===== config.mk =====
export PLATFORM = sky130hd
export DESIGN_NAME = burner_status_frame_parser_top_flat
export DESIGN_NICKNAME = d
export VERILOG_FILES = /design/src/hdl/bsfp_pkg.sv /design/src/hdl/bsfp_if.sv /design/src/hdl/bsfp_front.sv /design/src/hdl/bsfp_queue.sv /design/src/hdl/bsfp_back.sv /design/src/hdl/burner_status_frame_parser_top.sv /design/src/flat_wrapper.sv
export VERILOG_INCLUDE_DIRS = /design/src /design/src/hdl
export SDC_FILE = /design/constraint.sdc
export NUM_CORES = 1
export LEC_CHECK = 0
export BUFFER_PORTS_ARGS = -buffer_cell sky130_fd_sc_hd__clkbuf_2
export CAP_MARGIN = 20
export CORE_MARGIN = 3
export CORE_UTILIZATION = 62
export CTS_BUF_LIST = sky130_fd_sc_hd__clkbuf_16
export CTS_CLUSTER_DIAMETER = 100
export CTS_CLUSTER_SIZE = 30
export DETAILED_ROUTE_END_ITERATION = 12
export MAX_ROUTING_LAYER = met4
export PLACE_DENSITY = 0.81
export SLEW_MARGIN = 20
export SYNTH_ARGS = -nofsm -noshare
export SYNTH_HDL_FRONTEND = slang
export SYNTH_SLANG_ARGS = --single-unit

===== constraint.sdc =====
create_clock -name clk_i -period 6.9 [get_ports clk_i]
set_input_delay 0.69 -clock clk_i [delete_from_list [all_inputs] [get_ports clk_i]]
set_output_delay 0.69 -clock clk_i [all_outputs]
set_load 0.03 [all_outputs]

===== src/hdl/burner_status_frame_parser_top_assert.svh =====
// assertion macros for the burner status frame parser
// each macro expects clk_i and rst_ni in the scope where it is used
`ifndef BURNER_STATUS_FRAME_PARSER_TOP_ASSERT_SVH
`define BURNER_STATUS_FRAME_PARSER_TOP_ASSERT_SVH

// same-cycle implication
`define BSFP_ASSERT_IMPLIES(name, ante, cons, msg) \
  name: assert property (@(posedge clk_i) disable iff (!rst_ni) (ante) |-> (cons)) \
    else $error(msg);

// next-cycle implication
`define BSFP_ASSERT_NEXT(name, ante, cons, msg) \
  name: assert property (@(posedge clk_i) disable iff (!rst_ni) (ante) |=> (cons)) \
    else $error(msg);

`endif


===== src/hdl/bsfp_pkg.sv =====
// ----------------------------------------------------------------------------
// bsfp_pkg
// Shared types and constants of the burner status frame parser.
// ----------------------------------------------------------------------------
`timescale 1ns / 1ps
`default_nettype none

package bsfp_pkg;

  // configuration register indexes
  typedef enum logic [1:0] {
    CFG_START_BYTE = 2'd0,
    CFG_END_BYTE   = 2'd1,
    CFG_MAX_TEMP   = 2'd2
  } cfg_idx_e;

  // result source format codes
  typedef enum logic [1:0] {
    FMT_NONE   = 2'd0,
    FMT_BINARY = 2'd1,
    FMT_TEXT   = 2'd2
  } src_fmt_e;

  // reset values of the configuration registers
  localparam logic [7:0]  RESET_START_BYTE = 8'hAA;
  localparam logic [7:0]  RESET_END_BYTE   = 8'h55;
  localparam logic [15:0] RESET_MAX_TEMP   = 16'd1000;

  // buffer length limits for a text line
  localparam logic [7:0]  MIN_TEXT_LEN = 8'd10;
  localparam logic [7:0]  MAX_TEXT_LEN = 8'd64;
  localparam logic [7:0]  COUNT_MAX    = 8'd255;

  // bytes held ahead of the closing byte of a binary frame
  localparam logic [7:0]  FRAME_PRE_BYTES = 8'd5;

  // fan clamp and number saturation
  localparam logic [6:0]  FAN_MAX = 7'd100;
  localparam logic [16:0] NUM_SAT = 17'h1FFFF;

  // depth of the queue between front and back
  localparam int unsigned QUEUE_DEPTH = 2;

  // configuration register set
  typedef struct packed {
    logic [7:0]  start_byte;
    logic [7:0]  end_byte;
    logic [15:0] max_temp;
  } cfg_t;

  // classified byte passed from front to back
  typedef struct packed {
    logic [7:0] data;
    logic       last_byte;
    logic       is_digit;
    logic [3:0] digit;
    logic       is_ws;
    logic       is_plus;
    logic       is_minus;
    logic       is_comma;
    logic       is_colon;
    logic       is_f;
    logic       is_s;
    logic       is_t;
    logic       is_nul;
    logic       is_end;
  } byte_class_t;

  // one result item
  typedef struct packed {
    logic        valid_res;
    logic [1:0]  source_format;
    logic        flame_seen;
    logic [6:0]  fan_pct;
    logic [15:0] temperature;
    logic [6:0]  fault_flags;
  } result_t;

endpackage

`default_nettype wire


===== src/hdl/bsfp_if.sv =====
// ----------------------------------------------------------------------------
// bsfp_if
// Valid/ready channels for the byte input and the status result output.
// ----------------------------------------------------------------------------
`timescale 1ns / 1ps
`default_nettype none

// byte input channel
interface bsfp_in_if;
  logic       valid;
  logic       ready;
  logic [7:0] data_byte;
  logic       last_byte;

  modport source (output valid, output data_byte, output last_byte, input ready);
  modport sink   (input valid, input data_byte, input last_byte, output ready);
endinterface

// status result channel
interface bsfp_out_if;
  logic        valid;
  logic        ready;
  logic        valid_res;
  logic [1:0]  source_format;
  logic        flame_seen;
  logic [6:0]  fan_pct;
  logic [15:0] temperature;
  logic [6:0]  fault_flags;

  modport source (output valid, output valid_res, output source_format,
                  output flame_seen, output fan_pct, output temperature,
                  output fault_flags, input ready);
  modport sink   (input valid, input valid_res, input source_format,
                  input flame_seen, input fan_pct, input temperature,
                  input fault_flags, output ready);
endinterface

`default_nettype wire


===== src/hdl/bsfp_front.sv =====
// ----------------------------------------------------------------------------
// bsfp_front
// Accepts raw bytes and classifies them for the parser back end.
// ----------------------------------------------------------------------------
`timescale 1ns / 1ps
`default_nettype none

module bsfp_front (
  input  logic                    in_valid_i,
  output logic                    in_ready_o,
  input  logic [7:0]              data_byte_i,
  input  logic                    last_byte_i,
  input  logic [7:0]              end_byte_i,
  input  logic                    q_full_i,
  output logic                    q_push_o,
  output bsfp_pkg::byte_class_t   q_item_o
);

  // handshake: accept whenever the queue has room
  assign in_ready_o = !q_full_i;
  assign q_push_o   = in_valid_i && !q_full_i;

  // character classification
  always_comb begin
    q_item_o           = '0;
    q_item_o.data      = data_byte_i;
    q_item_o.last_byte = last_byte_i;
    q_item_o.is_digit  = (data_byte_i >= 8'h30) && (data_byte_i <= 8'h39);
    q_item_o.digit     = data_byte_i[3:0];
    q_item_o.is_ws     = (data_byte_i == 8'h20) ||
                         ((data_byte_i >= 8'h09) && (data_byte_i <= 8'h0D));
    q_item_o.is_plus   = (data_byte_i == 8'h2B);
    q_item_o.is_minus  = (data_byte_i == 8'h2D);
    q_item_o.is_comma  = (data_byte_i == 8'h2C);
    q_item_o.is_colon  = (data_byte_i == 8'h3A);
    q_item_o.is_f      = (data_byte_i == 8'h46);
    q_item_o.is_s      = (data_byte_i == 8'h53);
    q_item_o.is_t      = (data_byte_i == 8'h54);
    q_item_o.is_nul    = (data_byte_i == 8'h00);
    q_item_o.is_end    = (data_byte_i == end_byte_i);
  end

endmodule

`default_nettype wire


===== src/hdl/bsfp_queue.sv =====
// ----------------------------------------------------------------------------
// bsfp_queue
// Short register queue of classified bytes between front and back.
// ----------------------------------------------------------------------------
`timescale 1ns / 1ps
`default_nettype none

module bsfp_queue (
  input  logic                  clk_i,
  input  logic                  rst_ni,
  input  logic                  push_i,
  input  bsfp_pkg::byte_class_t item_i,
  output logic                  full_o,
  output logic                  valid_o,
  output bsfp_pkg::byte_class_t item_o,
  input  logic                  pop_i
);

  localparam int unsigned Depth  = bsfp_pkg::QUEUE_DEPTH;
  localparam int unsigned PtrW   = (Depth > 1) ? $clog2(Depth) : 1;
  localparam int unsigned CountW = $clog2(Depth + 1);
  localparam logic [PtrW-1:0]   LastPtr   = PtrW'(Depth - 1);
  localparam logic [CountW-1:0] FullCount = CountW'(Depth);

  bsfp_pkg::byte_class_t mem_q [Depth];
  logic [PtrW-1:0]   wr_ptr_q, wr_ptr_d;
  logic [PtrW-1:0]   rd_ptr_q, rd_ptr_d;
  logic [CountW-1:0] count_q, count_d;
  logic              do_push, do_pop;

  assign full_o  = (count_q == FullCount);
  assign valid_o = (count_q != '0);
  assign item_o  = mem_q[rd_ptr_q];
  assign do_push = push_i && !full_o;
  assign do_pop  = pop_i && valid_o;

  // pointer and fill level
  always_comb begin
    wr_ptr_d = wr_ptr_q;
    rd_ptr_d = rd_ptr_q;
    count_d  = count_q;
    if (do_push) begin
      wr_ptr_d = (wr_ptr_q == LastPtr) ? '0 : wr_ptr_q + PtrW'(1);
    end
    if (do_pop) begin
      rd_ptr_d = (rd_ptr_q == LastPtr) ? '0 : rd_ptr_q + PtrW'(1);
    end
    if (do_push && !do_pop) begin
      count_d = count_q + CountW'(1);
    end else if (do_pop && !do_push) begin
      count_d = count_q - CountW'(1);
    end
  end

  always_ff @(posedge clk_i or negedge rst_ni) begin
    if (!rst_ni) begin
      wr_ptr_q <= '0;
      rd_ptr_q <= '0;
      count_q  <= '0;
    end else begin
      wr_ptr_q <= wr_ptr_d;
      rd_ptr_q <= rd_ptr_d;
      count_q  <= count_d;
    end
  end

  // entry storage
  always_ff @(posedge clk_i) begin
    if (do_push) begin
      mem_q[wr_ptr_q] <= item_i;
    end
  end

endmodule

`default_nettype wire


===== src/hdl/bsfp_back.sv =====
// ----------------------------------------------------------------------------
// bsfp_back
// Binary window search, text line parser and result register.
// ----------------------------------------------------------------------------
`timescale 1ns / 1ps
`default_nettype none

module bsfp_back (
  input  logic                  clk_i,
  input  logic                  rst_ni,
  input  bsfp_pkg::cfg_t        cfg_i,
  input  logic                  q_valid_i,
  input  bsfp_pkg::byte_class_t q_item_i,
  output logic                  q_pop_o,
  output logic                  out_valid_o,
  input  logic                  out_ready_i,
  output bsfp_pkg::result_t     out_res_o
);

  typedef enum logic [4:0] {
    PH_F, PH_F_COLON, PH_N1, PH_N1_SIGN, PH_N1D,
    PH_S, PH_S_COLON, PH_N2, PH_N2_SIGN, PH_N2D,
    PH_T, PH_T_COLON, PH_N3, PH_N3_SIGN, PH_N3D,
    PH_DONE, PH_FAIL
  } phase_e;

  typedef struct packed {
    logic        flame;
    logic [6:0]  fan;
    logic [15:0] temp;
    logic [6:0]  err;
  } frame_t;

  // number start state after the colon
  function automatic phase_e after_colon(input phase_e p);
    phase_e r;
    unique case (p)
      PH_F_COLON: r = PH_N1;
      PH_S_COLON: r = PH_N2;
      default:    r = PH_N3;
    endcase
    return r;
  endfunction

  // state after a sign at number start
  function automatic phase_e after_sign(input phase_e p);
    phase_e r;
    unique case (p)
      PH_N1:   r = PH_N1_SIGN;
      PH_N2:   r = PH_N2_SIGN;
      default: r = PH_N3_SIGN;
    endcase
    return r;
  endfunction

  // digit-run state of the current number
  function automatic phase_e digit_run(input phase_e p);
    phase_e r;
    unique case (p)
      PH_N1, PH_N1_SIGN: r = PH_N1D;
      PH_N2, PH_N2_SIGN: r = PH_N2D;
      default:           r = PH_N3D;
    endcase
    return r;
  endfunction

  phase_e            phase_q, phase_d, phase_fin;
  logic [4:0][7:0]   recent_q, recent_d;
  logic [7:0]        count_q, count_d;
  logic              found_q, found_d;
  frame_t            frame_q, frame_d;
  logic [2:0]        letters_q, letters_d;
  logic              neg_q, neg_d;
  logic [16:0]       val_q, val_d;
  logic              tflame_q, tflame_d;
  logic [6:0]        tfan_q, tfan_d;
  logic              ended_q, ended_d;
  logic              out_valid_q, out_valid_d;
  bsfp_pkg::result_t out_q, out_d;

  logic              out_free, take;
  logic [15:0]       win_temp;
  logic [20:0]       acc;
  logic              text_ok;

  assign out_free    = !out_valid_q || out_ready_i;
  assign take        = q_valid_i && (!q_item_i.last_byte || out_free);
  assign q_pop_o     = take;
  assign out_valid_o = out_valid_q;
  assign out_res_o   = out_q;

  // window temperature and decimal accumulate
  assign win_temp = {recent_q[1], recent_q[0]};
  assign acc      = {1'b0, val_q, 3'b000} + {3'b000, val_q, 1'b0} + {17'd0, q_item_i.digit};

  always_comb begin
    phase_d     = phase_q;
    recent_d    = recent_q;
    count_d     = count_q;
    found_d     = found_q;
    frame_d     = frame_q;
    letters_d   = letters_q;
    neg_d       = neg_q;
    val_d       = val_q;
    tflame_d    = tflame_q;
    tfan_d      = tfan_q;
    ended_d     = ended_q;
    out_valid_d = out_valid_q;
    out_d       = out_q;
    phase_fin   = phase_q;
    text_ok     = 1'b0;

    // result taken by the receiver
    if (out_valid_q && out_ready_i) begin
      out_valid_d = 1'b0;
    end

    if (take) begin
      // binary window closing at this byte
      if (!found_q && (count_q >= bsfp_pkg::FRAME_PRE_BYTES) &&
          (recent_q[4] == cfg_i.start_byte) && q_item_i.is_end &&
          (win_temp <= cfg_i.max_temp)) begin
        found_d       = 1'b1;
        frame_d.flame = recent_q[3][0];
        frame_d.err   = recent_q[3][7:1];
        frame_d.fan   = (recent_q[2] > {1'b0, bsfp_pkg::FAN_MAX}) ?
                        bsfp_pkg::FAN_MAX : recent_q[2][6:0];
        frame_d.temp  = win_temp;
      end

      // text line grammar
      if (!ended_q && (phase_q != PH_DONE) && (phase_q != PH_FAIL)) begin
        if (q_item_i.is_nul) begin
          ended_d = 1'b1;
          phase_d = (phase_q == PH_N3D) ? PH_DONE : PH_FAIL;
        end else begin
          unique case (phase_q)
            PH_F: phase_d = q_item_i.is_f ? PH_F_COLON : PH_FAIL;
            PH_S: phase_d = q_item_i.is_s ? PH_S_COLON : PH_FAIL;
            PH_T: phase_d = q_item_i.is_t ? PH_T_COLON : PH_FAIL;
            PH_F_COLON, PH_S_COLON, PH_T_COLON: begin
              phase_d = q_item_i.is_colon ? after_colon(phase_q) : PH_FAIL;
            end
            PH_N1, PH_N2, PH_N3: begin
              if (q_item_i.is_ws) begin
                phase_d = phase_q;
              end else if (q_item_i.is_plus || q_item_i.is_minus) begin
                neg_d   = q_item_i.is_minus;
                val_d   = '0;
                phase_d = after_sign(phase_q);
              end else if (q_item_i.is_digit) begin
                neg_d   = 1'b0;
                val_d   = {13'd0, q_item_i.digit};
                phase_d = digit_run(phase_q);
              end else begin
                phase_d = PH_FAIL;
              end
            end
            PH_N1_SIGN, PH_N2_SIGN, PH_N3_SIGN: begin
              if (q_item_i.is_digit) begin
                val_d   = {13'd0, q_item_i.digit};
                phase_d = digit_run(phase_q);
              end else begin
                phase_d = PH_FAIL;
              end
            end
            PH_N1D: begin
              if (q_item_i.is_digit) begin
                val_d = (acc[20:17] != '0) ? bsfp_pkg::NUM_SAT : acc[16:0];
              end else begin
                tflame_d = (val_q != '0);
                phase_d  = q_item_i.is_comma ? PH_S : PH_FAIL;
              end
            end
            PH_N2D: begin
              if (q_item_i.is_digit) begin
                val_d = (acc[20:17] != '0) ? bsfp_pkg::NUM_SAT : acc[16:0];
              end else begin
                if (neg_q) begin
                  tfan_d = '0;
                end else if (val_q > {10'd0, bsfp_pkg::FAN_MAX}) begin
                  tfan_d = bsfp_pkg::FAN_MAX;
                end else begin
                  tfan_d = val_q[6:0];
                end
                phase_d = q_item_i.is_comma ? PH_T : PH_FAIL;
              end
            end
            PH_N3D: begin
              if (q_item_i.is_digit) begin
                val_d = (acc[20:17] != '0) ? bsfp_pkg::NUM_SAT : acc[16:0];
              end else begin
                phase_d = PH_DONE;
              end
            end
            default: phase_d = phase_q;
          endcase
        end
      end

      // letters, length and byte history
      letters_d = letters_q | {q_item_i.is_t, q_item_i.is_s, q_item_i.is_f};
      count_d   = (count_q == bsfp_pkg::COUNT_MAX) ? count_q : count_q + 8'd1;
      recent_d  = {recent_q[3:0], q_item_i.data};

      // buffer close: build the result and clear per-buffer state
      if (q_item_i.last_byte) begin
        phase_fin = (phase_d == PH_N3D) ? PH_DONE : phase_d;
        text_ok   = (phase_fin == PH_DONE) &&
                    (count_d >= bsfp_pkg::MIN_TEXT_LEN) &&
                    (count_d < bsfp_pkg::MAX_TEXT_LEN) &&
                    (letters_d == 3'b111) &&
                    !(neg_d && (val_d != '0)) &&
                    (val_d <= {1'b0, cfg_i.max_temp});
        out_d = '0;
        if (found_d) begin
          out_d.valid_res     = 1'b1;
          out_d.source_format = bsfp_pkg::FMT_BINARY;
          out_d.flame_seen    = frame_d.flame;
          out_d.fan_pct       = frame_d.fan;
          out_d.temperature   = frame_d.temp;
          out_d.fault_flags   = frame_d.err;
        end else if (text_ok) begin
          out_d.valid_res     = 1'b1;
          out_d.source_format = bsfp_pkg::FMT_TEXT;
          out_d.flame_seen    = tflame_d;
          out_d.fan_pct       = tfan_d;
          out_d.temperature   = val_d[15:0];
        end
        out_valid_d = 1'b1;

        phase_d   = PH_F;
        recent_d  = '0;
        count_d   = '0;
        found_d   = 1'b0;
        frame_d   = '0;
        letters_d = '0;
        neg_d     = 1'b0;
        val_d     = '0;
        tflame_d  = 1'b0;
        tfan_d    = '0;
        ended_d   = 1'b0;
      end
    end
  end

  // parser state and result register
  always_ff @(posedge clk_i or negedge rst_ni) begin
    if (!rst_ni) begin
      phase_q     <= PH_F;
      recent_q    <= '0;
      count_q     <= '0;
      found_q     <= 1'b0;
      frame_q     <= '0;
      letters_q   <= '0;
      neg_q       <= 1'b0;
      val_q       <= '0;
      tflame_q    <= 1'b0;
      tfan_q      <= '0;
      ended_q     <= 1'b0;
      out_valid_q <= 1'b0;
      out_q       <= '0;
    end else begin
      phase_q     <= phase_d;
      recent_q    <= recent_d;
      count_q     <= count_d;
      found_q     <= found_d;
      frame_q     <= frame_d;
      letters_q   <= letters_d;
      neg_q       <= neg_d;
      val_q       <= val_d;
      tflame_q    <= tflame_d;
      tfan_q      <= tfan_d;
      ended_q     <= ended_d;
      out_valid_q <= out_valid_d;
      out_q       <= out_d;
    end
  end

endmodule

`default_nettype wire


===== src/hdl/burner_status_frame_parser_top.sv =====
// ----------------------------------------------------------------------------
// burner_status_frame_parser_top
// Burner status parser: binary frame search with text line fallback.
// ----------------------------------------------------------------------------
// Usage:
//   in_ch carries one byte of a received buffer per item; last_byte marks
//   the final byte. Every buffer gives exactly one item on out_ch when its
//   last byte has gone through: valid_res is 1 with a binary (format 1) or
//   text (format 2) status, otherwise all result fields are zero.
//   Configuration registers (start marker, end marker, temperature limit)
//   are written through cfg_we_i / cfg_idx_i / cfg_wdata_i; the user must
//   do so only while idle, the block itself does not enforce it.
// Throughput: one byte per cycle unless the queue is full or a last byte
//   waits for a free result register; the back end updates all parser
//   state in a single step. Result path: the last byte passes the queue,
//   then the back end loads the result register, held there until taken.
// Reset: configuration returns to 0xAA / 0x55 / 1000, the queue empties
//   and all per-buffer state clears.
// Stall: the result register holds while out_ch.ready is low; the back end
//   keeps consuming bytes until the next last byte, then the queue fills
//   and in_ch.ready drops.
// ----------------------------------------------------------------------------
`timescale 1ns / 1ps
`default_nettype none

`include "burner_status_frame_parser_top_assert.svh"

module burner_status_frame_parser_top (
  input  logic               clk_i,
  input  logic               rst_ni,
  bsfp_in_if.sink            in_ch,
  bsfp_out_if.source         out_ch,
  input  logic               cfg_we_i,
  input  logic [1:0]         cfg_idx_i,
  input  logic [15:0]        cfg_wdata_i
);

  bsfp_pkg::cfg_t        cfg_q;
  bsfp_pkg::byte_class_t push_item, q_item;
  bsfp_pkg::result_t     res;
  logic                  q_full, q_push, q_valid, q_pop;
  logic                  in_ready;

  // configuration registers
  always_ff @(posedge clk_i or negedge rst_ni) begin
    if (!rst_ni) begin
      cfg_q.start_byte <= bsfp_pkg::RESET_START_BYTE;
      cfg_q.end_byte   <= bsfp_pkg::RESET_END_BYTE;
      cfg_q.max_temp   <= bsfp_pkg::RESET_MAX_TEMP;
    end else if (cfg_we_i) begin
      unique case (bsfp_pkg::cfg_idx_e'(cfg_idx_i))
        bsfp_pkg::CFG_START_BYTE: cfg_q.start_byte <= cfg_wdata_i[7:0];
        bsfp_pkg::CFG_END_BYTE:   cfg_q.end_byte   <= cfg_wdata_i[7:0];
        bsfp_pkg::CFG_MAX_TEMP:   cfg_q.max_temp   <= cfg_wdata_i;
        default: ;
      endcase
    end
  end

  // front end: accept and classify
  bsfp_front u_front (
    .in_valid_i  (in_ch.valid),
    .in_ready_o  (in_ready),
    .data_byte_i (in_ch.data_byte),
    .last_byte_i (in_ch.last_byte),
    .end_byte_i  (cfg_q.end_byte),
    .q_full_i    (q_full),
    .q_push_o    (q_push),
    .q_item_o    (push_item)
  );

  assign in_ch.ready = in_ready;

  // queue between front and back
  bsfp_queue u_queue (
    .clk_i   (clk_i),
    .rst_ni  (rst_ni),
    .push_i  (q_push),
    .item_i  (push_item),
    .full_o  (q_full),
    .valid_o (q_valid),
    .item_o  (q_item),
    .pop_i   (q_pop)
  );

  // back end: parse and hold the result
  bsfp_back u_back (
    .clk_i       (clk_i),
    .rst_ni      (rst_ni),
    .cfg_i       (cfg_q),
    .q_valid_i   (q_valid),
    .q_item_i    (q_item),
    .q_pop_o     (q_pop),
    .out_valid_o (out_ch.valid),
    .out_ready_i (out_ch.ready),
    .out_res_o   (res)
  );

  assign out_ch.valid_res     = res.valid_res;
  assign out_ch.source_format = res.source_format;
  assign out_ch.flame_seen    = res.flame_seen;
  assign out_ch.fan_pct       = res.fan_pct;
  assign out_ch.temperature   = res.temperature;
  assign out_ch.fault_flags   = res.fault_flags;

  // checks
  `BSFP_ASSERT_NEXT(a_last_gives_result, q_pop && q_item.last_byte, out_ch.valid,
    "closing byte did not load a result")
  `BSFP_ASSERT_IMPLIES(a_empty_result_zero, out_ch.valid && !out_ch.valid_res,
    (out_ch.source_format == bsfp_pkg::FMT_NONE) && (out_ch.fan_pct == '0) &&
    (out_ch.temperature == '0) && (out_ch.fault_flags == '0) && !out_ch.flame_seen,
    "empty result carries nonzero fields")
  `BSFP_ASSERT_IMPLIES(a_result_in_range, out_ch.valid && out_ch.valid_res,
    (out_ch.temperature <= cfg_q.max_temp) && (out_ch.fan_pct <= bsfp_pkg::FAN_MAX),
    "result temperature or fan out of range")
  `BSFP_ASSERT_IMPLIES(a_text_no_error, out_ch.valid && out_ch.valid_res &&
    (out_ch.source_format == bsfp_pkg::FMT_TEXT), out_ch.fault_flags == '0,
    "text result carries an error code")

endmodule

`default_nettype wire

===== src/flat_wrapper.sv =====
// flat-port wrapper written by rule: the top's interface ports become plain ports
module burner_status_frame_parser_top_flat 
  (clk_i, rst_ni, cfg_we_i, cfg_idx_i, cfg_wdata_i, in_ch_valid, in_ch_data_byte, in_ch_last_byte, in_ch_ready, out_ch_valid, out_ch_valid_res, out_ch_source_format, out_ch_flame_seen, out_ch_fan_pct, out_ch_temperature, out_ch_fault_flags, out_ch_ready);
  bsfp_in_if in_ch_i ();
  bsfp_out_if out_ch_i ();
  input  logic clk_i;
  input  logic rst_ni;
  input  logic cfg_we_i;
  input  logic [1:0] cfg_idx_i;
  input  logic [15:0] cfg_wdata_i;
  input wire logic [$bits(in_ch_i.valid)-1:0] in_ch_valid;
  input wire logic [$bits(in_ch_i.data_byte)-1:0] in_ch_data_byte;
  input wire logic [$bits(in_ch_i.last_byte)-1:0] in_ch_last_byte;
  output wire logic [$bits(in_ch_i.ready)-1:0] in_ch_ready;
  output wire logic [$bits(out_ch_i.valid)-1:0] out_ch_valid;
  output wire logic [$bits(out_ch_i.valid_res)-1:0] out_ch_valid_res;
  output wire logic [$bits(out_ch_i.source_format)-1:0] out_ch_source_format;
  output wire logic [$bits(out_ch_i.flame_seen)-1:0] out_ch_flame_seen;
  output wire logic [$bits(out_ch_i.fan_pct)-1:0] out_ch_fan_pct;
  output wire logic [$bits(out_ch_i.temperature)-1:0] out_ch_temperature;
  output wire logic [$bits(out_ch_i.fault_flags)-1:0] out_ch_fault_flags;
  input wire logic [$bits(out_ch_i.ready)-1:0] out_ch_ready;
  assign in_ch_i.valid = in_ch_valid;
  assign in_ch_i.data_byte = in_ch_data_byte;
  assign in_ch_i.last_byte = in_ch_last_byte;
  assign in_ch_ready = in_ch_i.ready;
  assign out_ch_valid = out_ch_i.valid;
  assign out_ch_valid_res = out_ch_i.valid_res;
  assign out_ch_source_format = out_ch_i.source_format;
  assign out_ch_flame_seen = out_ch_i.flame_seen;
  assign out_ch_fan_pct = out_ch_i.fan_pct;
  assign out_ch_temperature = out_ch_i.temperature;
  assign out_ch_fault_flags = out_ch_i.fault_flags;
  assign out_ch_i.ready = out_ch_ready;
  burner_status_frame_parser_top u_core (.clk_i(clk_i), .rst_ni(rst_ni), .in_ch(in_ch_i), .out_ch(out_ch_i), .cfg_we_i(cfg_we_i), .cfg_idx_i(cfg_idx_i), .cfg_wdata_i(cfg_wdata_i));
endmodule

==> results of run 1 <==
-- placed cells by master, fill, tap and decap left out, drive strengths merged, types with 5 or more instances in the layout --
master    n
dfrtp   172
o21ai   110
nand2    95
nor2     93
clkbuf   79
a22o     70
ha       70
a21oi    66
inv      58
mux2     43
edfxtp   40
xnor2    26
nor3     25
nand3    23
nand4    23
mux2i    22
o21a     20
a221o    19
buf      15
dfstp    14
nand2b   13
nor2b    13
a21o     13
o22ai    13
o31ai    12
a31oi    11
xor2     11
o211ai   11
and3     11
nor4     10
and2      9
a211oi    9
a221oi    9
nand3b    8
a22oi     6
o41ai     6
and4      5
or3       5
a31o      5
-- layer usage --
layer	part of all wire (%)	wire (um)	up-vias	global-route usage [%]
met5	0	0	-	-
met4	3.2	1119	0	9.202
met3	8.6	3045	84	4.788
met2	45	16040	577	47.96
met1	43	15040	5246	45.02
li1	-	-	4886	-
-- worst max-delay path by stage --
stage | endpoint | cells past startpoint | slack (ns)
global route | u_core.u_back.out_res_o[23]$_DFFE_PN0P_ | 22 | 0.09
detailed placement | u_core.u_back.out_res_o[7]$_DFFE_PN0P_ | 22 | 0.63
finish | u_core.u_back.out_res_o[23]$_DFFE_PN0P_ | 22 | 0.60
CTS | u_core.u_back.out_res_o[13]$_DFFE_PN0P_ | 22 | 0.56
floorplan | u_core.u_back.out_res_o[23]$_DFFE_PN0P_ | 27 | 0.64
global placement | u_core.u_back.out_res_o[13]$_DFFE_PN0P_ | 22 | 0.85
-- kinds of logic after synthesis --
group,count (synthesis)
compound gates,411
buf+inv,127
mux,65
simple gates,356
fa+ha+maj,72
flops,226
xor+xnor,37
-- where the power goes --
part,internal (mW),switching (mW),total [mW]
clock,0.322,0.414,0.736
combinational,0.804,1.51,2.32
sequential,1.69,0.363,2.05
-- cells in the mapped netlist (8+ instances only) --
master    number  area (um^2)
dfrtp_1      172         4304
o21ai_0       95        475.5
nand2_1       94        352.8
nor2_1        93        349.1
a22o_1        70        613.1
ha_1          70        875.8
a21oi_1       65        325.3
clkbuf_1      55        206.5
inv_1         53        198.9
mux2_2        42        473.0
edfxtp_1      40         1201
xnor2_1       26        227.7
nor3_1        24        120.1
nand3_1       23        115.1
mux2i_1       21        210.2
nand4_1       21        131.4
o21a_1        20        150.1
a221o_1       19        190.2
o21ai_1       15        75.07
dfstp_2       14        367.9
a21o_1        13        97.59
nand2b_1      13        81.33
nor2b_1       13        81.33
o22ai_1       13        81.33
o31ai_1       12        90.09
a31oi_1       11        68.82
and3_1        11        68.82
o211ai_1      11        82.58
xor2_1        11        96.34
and2_1         9        56.30
buf_2          9        45.04
a211oi_1       8        60.06
a221oi_1       8        70.07
nand3b_1       8        60.06
nor4_1         8        50.05
-- sequential cells by signal, summed over array words and instances, names as in the netlist --
signal	flops
u_core.u_back.recent_q	40
u_core.u_queue.mem_q	40
u_core.u_back.out_res_o	34
u_core.cfg_q	32
u_core.u_back.frame_q	31
u_core.u_back.val_q	17
u_core.u_back.count_q	8
u_core.u_back.tfan_q	7
u_core.u_back.phase_q	5
u_core.u_back.letters_q	3
u_core.u_queue.count_q	2
u_core.u_back.ended_q	1
u_core.u_back.found_q	1
u_core.u_back.neg_q	1
u_core.u_back.out_valid_o	1
u_core.u_back.tflame_q	1
u_core.u_queue.rd_ptr_q	1
u_core.u_queue.wr_ptr_q	1
-- what timing repair did --
action | in CTS | in global routing
hold buffers | 0 | 0
resized for setup | 0 | 2
setup endpoints to repair | 0 | 3
-- worst max-delay path, delay by kind of cell, from the launching register on --
family          cells  cell delay (ns)
fa+ha+maj           4             1.29
mux                 1             0.39
buf+inv             1             0.08
compound gates      9             2.25
simple gates        7             1.75
flops               1             0.44
-- area by class of cell --
class	count	area share, %
well taps	270	2.427
inverters	53	1.429
clock inverters	5	0.1888
diodes	1	0.01798
clock buffers	12	2.158
multi-input cells	941	48.30
repair buffers	82	3.281
flip-flops and latches	226	42.20
-- through the flow --
stage	setup slack [ns]	hold slack (ns)	instances	utilization [%]	power, mW
finish	0.5972	0.3101	1590	67.91	5.108
global route	0.09442	0.3821	1590	67.91	5.396
CTS	0.5550	0.3630	1589	67.78	5.068
detailed placement	0.6260	0.4752	1572	66.19	4.341
global placement	0.8533	0.4654	1572	66.19	4.292
floorplan	0.6373	0.3944	1294	-	3.605
==> reports/results.tsv, run 1 <==
metric	value	unit
most used cell, CP	ha_1	
number of synthesized flops with an enable pin	40	
multi-input logic area	0.006721	mm^2
fmax	0.1587	GHz
post-synthesis xor/xnor area fraction	2.481	%
RSZ-0062 raised after global routing	false	
pin count of the biggest net entering global routing	108	
# rows	52	
layout cells sized above 1	13.80	%
Die Span X	151.2	um
core area	0.02049	mm^2
worst hold path type	in2async	
Min Clock Period, post-route	6.303	ns
Ports	68	
final instance area	0.01392	mm^2
Setup Viol. Count Final	0	
post-placement cell area	0.01357	mm^2
DP HPWL	24890	um
Crit path largest cell delay	0.44	ns
First-pass DRT Iterations	8	
r2r startpoint	u_core.u_queue.rd_ptr_q$_DFFE_PN0P_	
worst setup path category	reg2reg	
Die Ht	151.2	um
CP startpoint kind	register	
ys async rst share	82.30	%
initial core utilization	63.74	%
max_slew headroom	31.24	%
CP max FO	17	
Compound-Gate Fraction of Synth Area	22.01	%
adder-cell share of the synthesized area	7.011	%
Final ANT Viol Nets	0	
Root Driver	clkbuf_16	
initial antenna violation count	1	
Port-buffer cells	67	
first-pass GRT wire length	55760	um
Vias	10793	
Period Utilization, post-route	91.35	%
clk slew on worst S/H paths	0.11	ns
sequential cell area	0.005873	mm^2
setup_tns	0	ns
CTS tree	yes	
gpl congestion	0.9615	
Main synth FF type	dfrtp_1	
clk buf depth	3	
filler instances	1569	
DR vias/cell	6.788	
vias in the first global route	10253	
outcome	complete, no violations	
Synth Warn #	0	
area of the mapped netlist	0.01306	mm^2
P_leak	6.126	nW
GRT Total Usage	31.73	%
Layout area overhead	6.542	%
Mapped Nets	1398	
Req. time, crit path	7.27	ns
DR WL/cell	22.17	um
postcts setup bufs	0	
crit-path cells	mux2_2 -> ha_1 -> ha_1 -> fa_1 -> a211oi_2 -> o21a_1 -> a211oi_1 -> nor2_1 -> a2bb2oi_1 -> nand4_4 -> o21ai_0 -> and2_1 -> inv_1 -> ha_1 -> a21o_1 -> a21oi_1 -> nand4_1 -> o211ai_1 -> nand4_1 -> nor4_4 -> nand3_1 -> o31ai_1	
post-synth cell types	83	
post-synthesis simple-gate area fraction	14.11	%
CP arrival	6.67	ns
Power Density	367.0	mW/mm^2
main combinational cell family by area after synthesis	compound AO/OA/AOI/OAI gates	
worst skew pair latency	0.47	ns
sequential area share after synthesis	44.96	%
Crit. Startpoint	u_core.u_queue.rd_ptr_q$_DFFE_PN0P_	
H-tree depth	1	
post-synthesis mux area share	5.517	%
Synth Instances	1294	
FF-to-FF End	u_core.u_back.out_res_o[23]$_DFFE_PN0P_	
CTS buffer count	11	
Final nets	1419	
VDD IR max	0.4471	mV
DRT iter0 DRCs	1084	
Total Routed Length	35240	um
clk_skew	0.01768	ns
Worst Reg-to-Reg Cells	22	
die area	0.02285	mm^2
Sink Count	226	
Pins Over Slew Limit	0	
crit path max-delay cell type	dfrtp_1	
Max-cap violations	0	
drc violations	0	
flops & latches, synth	226	
Fin. Hold Viols	0	
Syn Area/Cell	10.09	um^2
total gr overflow	0	
crit path capture type	register	
Worst-Margin Slew	1.031	ns
flop2flop setup slack	0.60	ns
Note: power is estimated with default switching activity, not from simulation.
==> inputs of run 2 (changes only) <==
ABC_AREA = 1   (was unset)
CORE_MARGIN = 5   (was 3)
CTS_CLUSTER_DIAMETER = 150   (was 100)
==> run 2 against run 1 <==
Hold slack gained 0.031 ns. Register-to-register slack gained 0.93 ns. Design area shrank 0.32%. Clock skew grew 0.0047 ns. Total power shrank 16%. Critical path type unchanged. Critical endpoint is now u_core.u_back.out_res_o[29]$_DFFE_PN0P_. Largest cell class unchanged. Largest power group unchanged. Highest routed layer unchanged.
==> reports/results.tsv, run 2 <==
metric	value	unit	change
postcts setup bufs	0		unchanged
crit path max-delay cell type	nor2_2		was dfrtp_1
VDD IR max	0.2931	mV	was 0.4471 mV
adder-cell share of the synthesized area	7.026	%	was 7.011%
gpl congestion	0.9483		was 0.9615
post-synth cell types	58		was 83
outcome	complete, no violations		unchanged
pin count of the biggest net entering global routing	117		was 108
r2r startpoint	u_core.u_queue.rd_ptr_q$_DFFE_PN0P_		unchanged
First-pass DRT Iterations	6		was 8
post-synthesis simple-gate area fraction	24.56	%	was 14.11%
CTS buffer count	11		unchanged
Port-buffer cells	67		unchanged
ANT cells	0		was 1
worst setup path category	reg2reg		unchanged
Synth Warn #	0		unchanged
Final nets	1780		was 1419
CP startpoint kind	register		unchanged
layout cells sized above 1	7.976	%	was 13.80%
ys async rst share	82.30	%	unchanged
Total Routed Length	35030	um	was 35240 um
dominant cell type by area after synthesis	dfrtp_1		unchanged
Die Ht	155.0	um	was 151.2 um
flops & latches, synth	226		unchanged
area of the mapped netlist	0.01304	mm^2	was 0.01306 mm^2
Mapped Nets	1747		was 1398
post-synthesis xor/xnor area fraction	1.881	%	was 2.481%
core area	0.02089	mm^2	was 0.02049 mm^2
FF-to-FF End	u_core.u_back.out_res_o[29]$_DFFE_PN0P_		was u_core.u_back.out_res_o[23]$_DFFE_PN0P_
worst skew pair latency	0.48	ns	was 0.47 ns
Crit path largest cell delay	0.50	ns	was 0.44 ns
Compound-Gate Fraction of Synth Area	13.55	%	was 22.01%
vias in the first global route	11027		was 10253
Req. time, crit path	7.31	ns	was 7.27 ns
Final ANT Viol Nets	0		unchanged
worst hold path type	in2async		unchanged
drc violations	0		unchanged
crit path capture type	register		unchanged
Synth top area share	33.02	%	was 32.95%
H-tree depth	1		unchanged
Layout Cells excl Fill	1955		was 1590
CTS tree	yes		unchanged
Area contributors post-synth	dfrtp_1 33%, nand2_1 14%, edfxtp_1 9.2%		was dfrtp_1 33%, edfxtp_1 9.2%, ha_1 6.7%
max_slew headroom	26.77	%	was 31.24%
clk buf depth	3		unchanged
DR vias/cell	5.898		was 6.788
CP max FO	25		was 17
Setup Viol. Count Final	0		unchanged
sequential area share after synthesis	45.06	%	was 44.96%
flop2flop setup slack	1.53	ns	was 0.60 ns
# rows	53		was 52
multi-input logic area	0.006190	mm^2	was 0.006721 mm^2
total gr overflow	0		unchanged
die area	0.02402	mm^2	was 0.02285 mm^2
post-synthesis mux area share	0.3168	%	was 5.517%
post-CTS resize count	0		unchanged
number of synthesized flops with an enable pin	40		unchanged
commonest non-fill, non-tap cells in the layout	485 x nand2_1, 190 x inv_1, 172 x dfrtp_1		was 172 x dfrtp_1, 94 x nand2_1, 94 x o21ai_0
main combinational cell family by area after synthesis	simple AND/OR/NAND/NOR gates		was compound AO/OA/AOI/OAI gates
Root Driver	clkbuf_16		unchanged
DP HPWL	25250	um	was 24890 um
Sink Count	226		unchanged
P_leak	7.159	nW	was 6.126 nW
Die Span X	155.0	um	was 151.2 um
initial antenna violation count	0		was 1
Layout area overhead	6.422	%	was 6.542%
clk slew on worst S/H paths	0.12	ns	was 0.11 ns
DRT iter0 DRCs	1082		was 1084
Placed Instances	1938		was 1572
setup_tns	0	ns	unchanged
Main synth FF type	dfrtp_1		unchanged
Worst Reg-to-Reg Cells	28		was 22
RSZ-0062 raised after global routing	false		unchanged
GRT Total Usage	30.34	%	was 31.73%
count of hold-fix buffers inserted at cts	0		unchanged
first-pass GRT wire length	57350	um	was 55760 um
Syn Area/Cell	7.934	um^2	was 10.09 um^2
filler instances	1748		was 1569
Post-synth top cells	485 x nand2_1, 185 x inv_1, 172 x dfrtp_1		was 172 x dfrtp_1, 95 x o21ai_0, 94 x nand2_1
DR WL/cell	17.92	um	was 22.17 um
initial core utilization	62.40	%	was 63.74%
Min Clock Period, post-route	5.374	ns	was 6.303 ns
Ports	68		unchanged
Power Density	308.9	mW/mm^2	was 367.0 mW/mm^2
Worst-Margin Slew	1.099	ns	was 1.031 ns
top-count cell post-synth	nand2_1		was dfrtp_1
Fin. Hold Viols	0		unchanged
clk_skew	0.02241	ns	was 0.01768 ns
Vias	11531		was 10793
most used cell, CP	nand2_1		was ha_1
Period Utilization, post-route	77.88	%	was 91.35%
sequential cell area	0.005873	mm^2	unchanged
fmax	0.1861	GHz	was 0.1587 GHz
Max-cap violations	0		unchanged
CP arrival	5.79	ns	was 6.67 ns
Synth Instances	1643		was 1294
Pins Over Slew Limit	0		unchanged
most common cell after layout, fill and taps aside	nand2_1		was dfrtp_1
-- run 2: worst max-delay path: cells and delay by family (launching register included) --
family / cells / cell delay (ns)
flops: 1 / 0.45
fa+ha+maj: 4 / 1.22
buf+inv: 3 / 0.68
compound gates: 2 / 0.49
simple gates: 19 / 2.44
-- run 2: area by class of cell --
type	instances	area share [%]
Clock buffer	11	1.984
Clock inverter	6	0.2525
Inverter	196	5.303
Multi-Input combinational cell	1164	44.62
Sequential cell	226	42.34
Tap cell	275	2.480
Timing Repair Buffer	77	3.022
-- run 2: metrics by stage --
step           power (mW)  setup slack [ns]  util, %  hold slack (ns)  instance area, um^2
3_3_place_gp        3.518             1.693    64.92           0.4611                13560
5_1_grt             4.550            0.8812    66.41           0.3931                13870
4_1_cts             4.273             1.559    66.41           0.3741                13870
2_1_floorplan       3.015             2.181        -           0.3944                13040
3_5_place_dp        3.556             1.611    64.92           0.4639                13560
6_report            4.285             1.526    66.41           0.3409                13870
-- run 2: kinds of logic after synthesis --
kind of cell | Yosys count
xor+xnor | 28
buf+inv | 253
fa+ha+maj | 72
mux | 4
flops | 226
compound gates | 303
simple gates | 757
-- run 2: worst max path at each step --
stage | startpoint | end | slack (ns) | depth (start not counted)
after floorplan | u_core.u_queue.rd_ptr_q$_DFFE_PN0P_ | u_core.u_back.out_res_o[30]$_DFFE_PN0P_ | 2.18 | 35
after global placement | u_core.u_queue.rd_ptr_q$_DFFE_PN0P_ | u_core.u_back.out_res_o[32]$_DFFE_PN0P_ | 1.69 | 28
after detailed placement | u_core.u_queue.rd_ptr_q$_DFFE_PN0P_ | u_core.u_back.out_res_o[29]$_DFFE_PN0P_ | 1.61 | 36
after CTS | u_core.u_queue.rd_ptr_q$_DFFE_PN0P_ | u_core.u_back.out_res_o[18]$_DFFE_PN0P_ | 1.56 | 28
after global routing | u_core.u_queue.rd_ptr_q$_DFFE_PN0P_ | u_core.u_back.out_res_o[32]$_DFFE_PN0P_ | 0.88 | 36
final | u_core.u_queue.rd_ptr_q$_DFFE_PN0P_ | u_core.u_back.out_res_o[29]$_DFFE_PN0P_ | 1.53 | 28
-- run 2: where the power goes --
group	internal, mW	total [mW]	switching, mW	leakage [nW]
sequential	1.61	1.75	0.141	2.84
combinational	0.500	1.81	1.32	4.15
clock	0.301	0.720	0.419	0.169
-- run 2: routing by layer --
layer  up-vias  wire length [um]  GRT usage, %
met5         -                 0             -
met4         0              1217         9.714
met3        79              2502         3.449
met2       510             16420         47.90
met1      5432             14900         41.59
li1       5510                 -             -
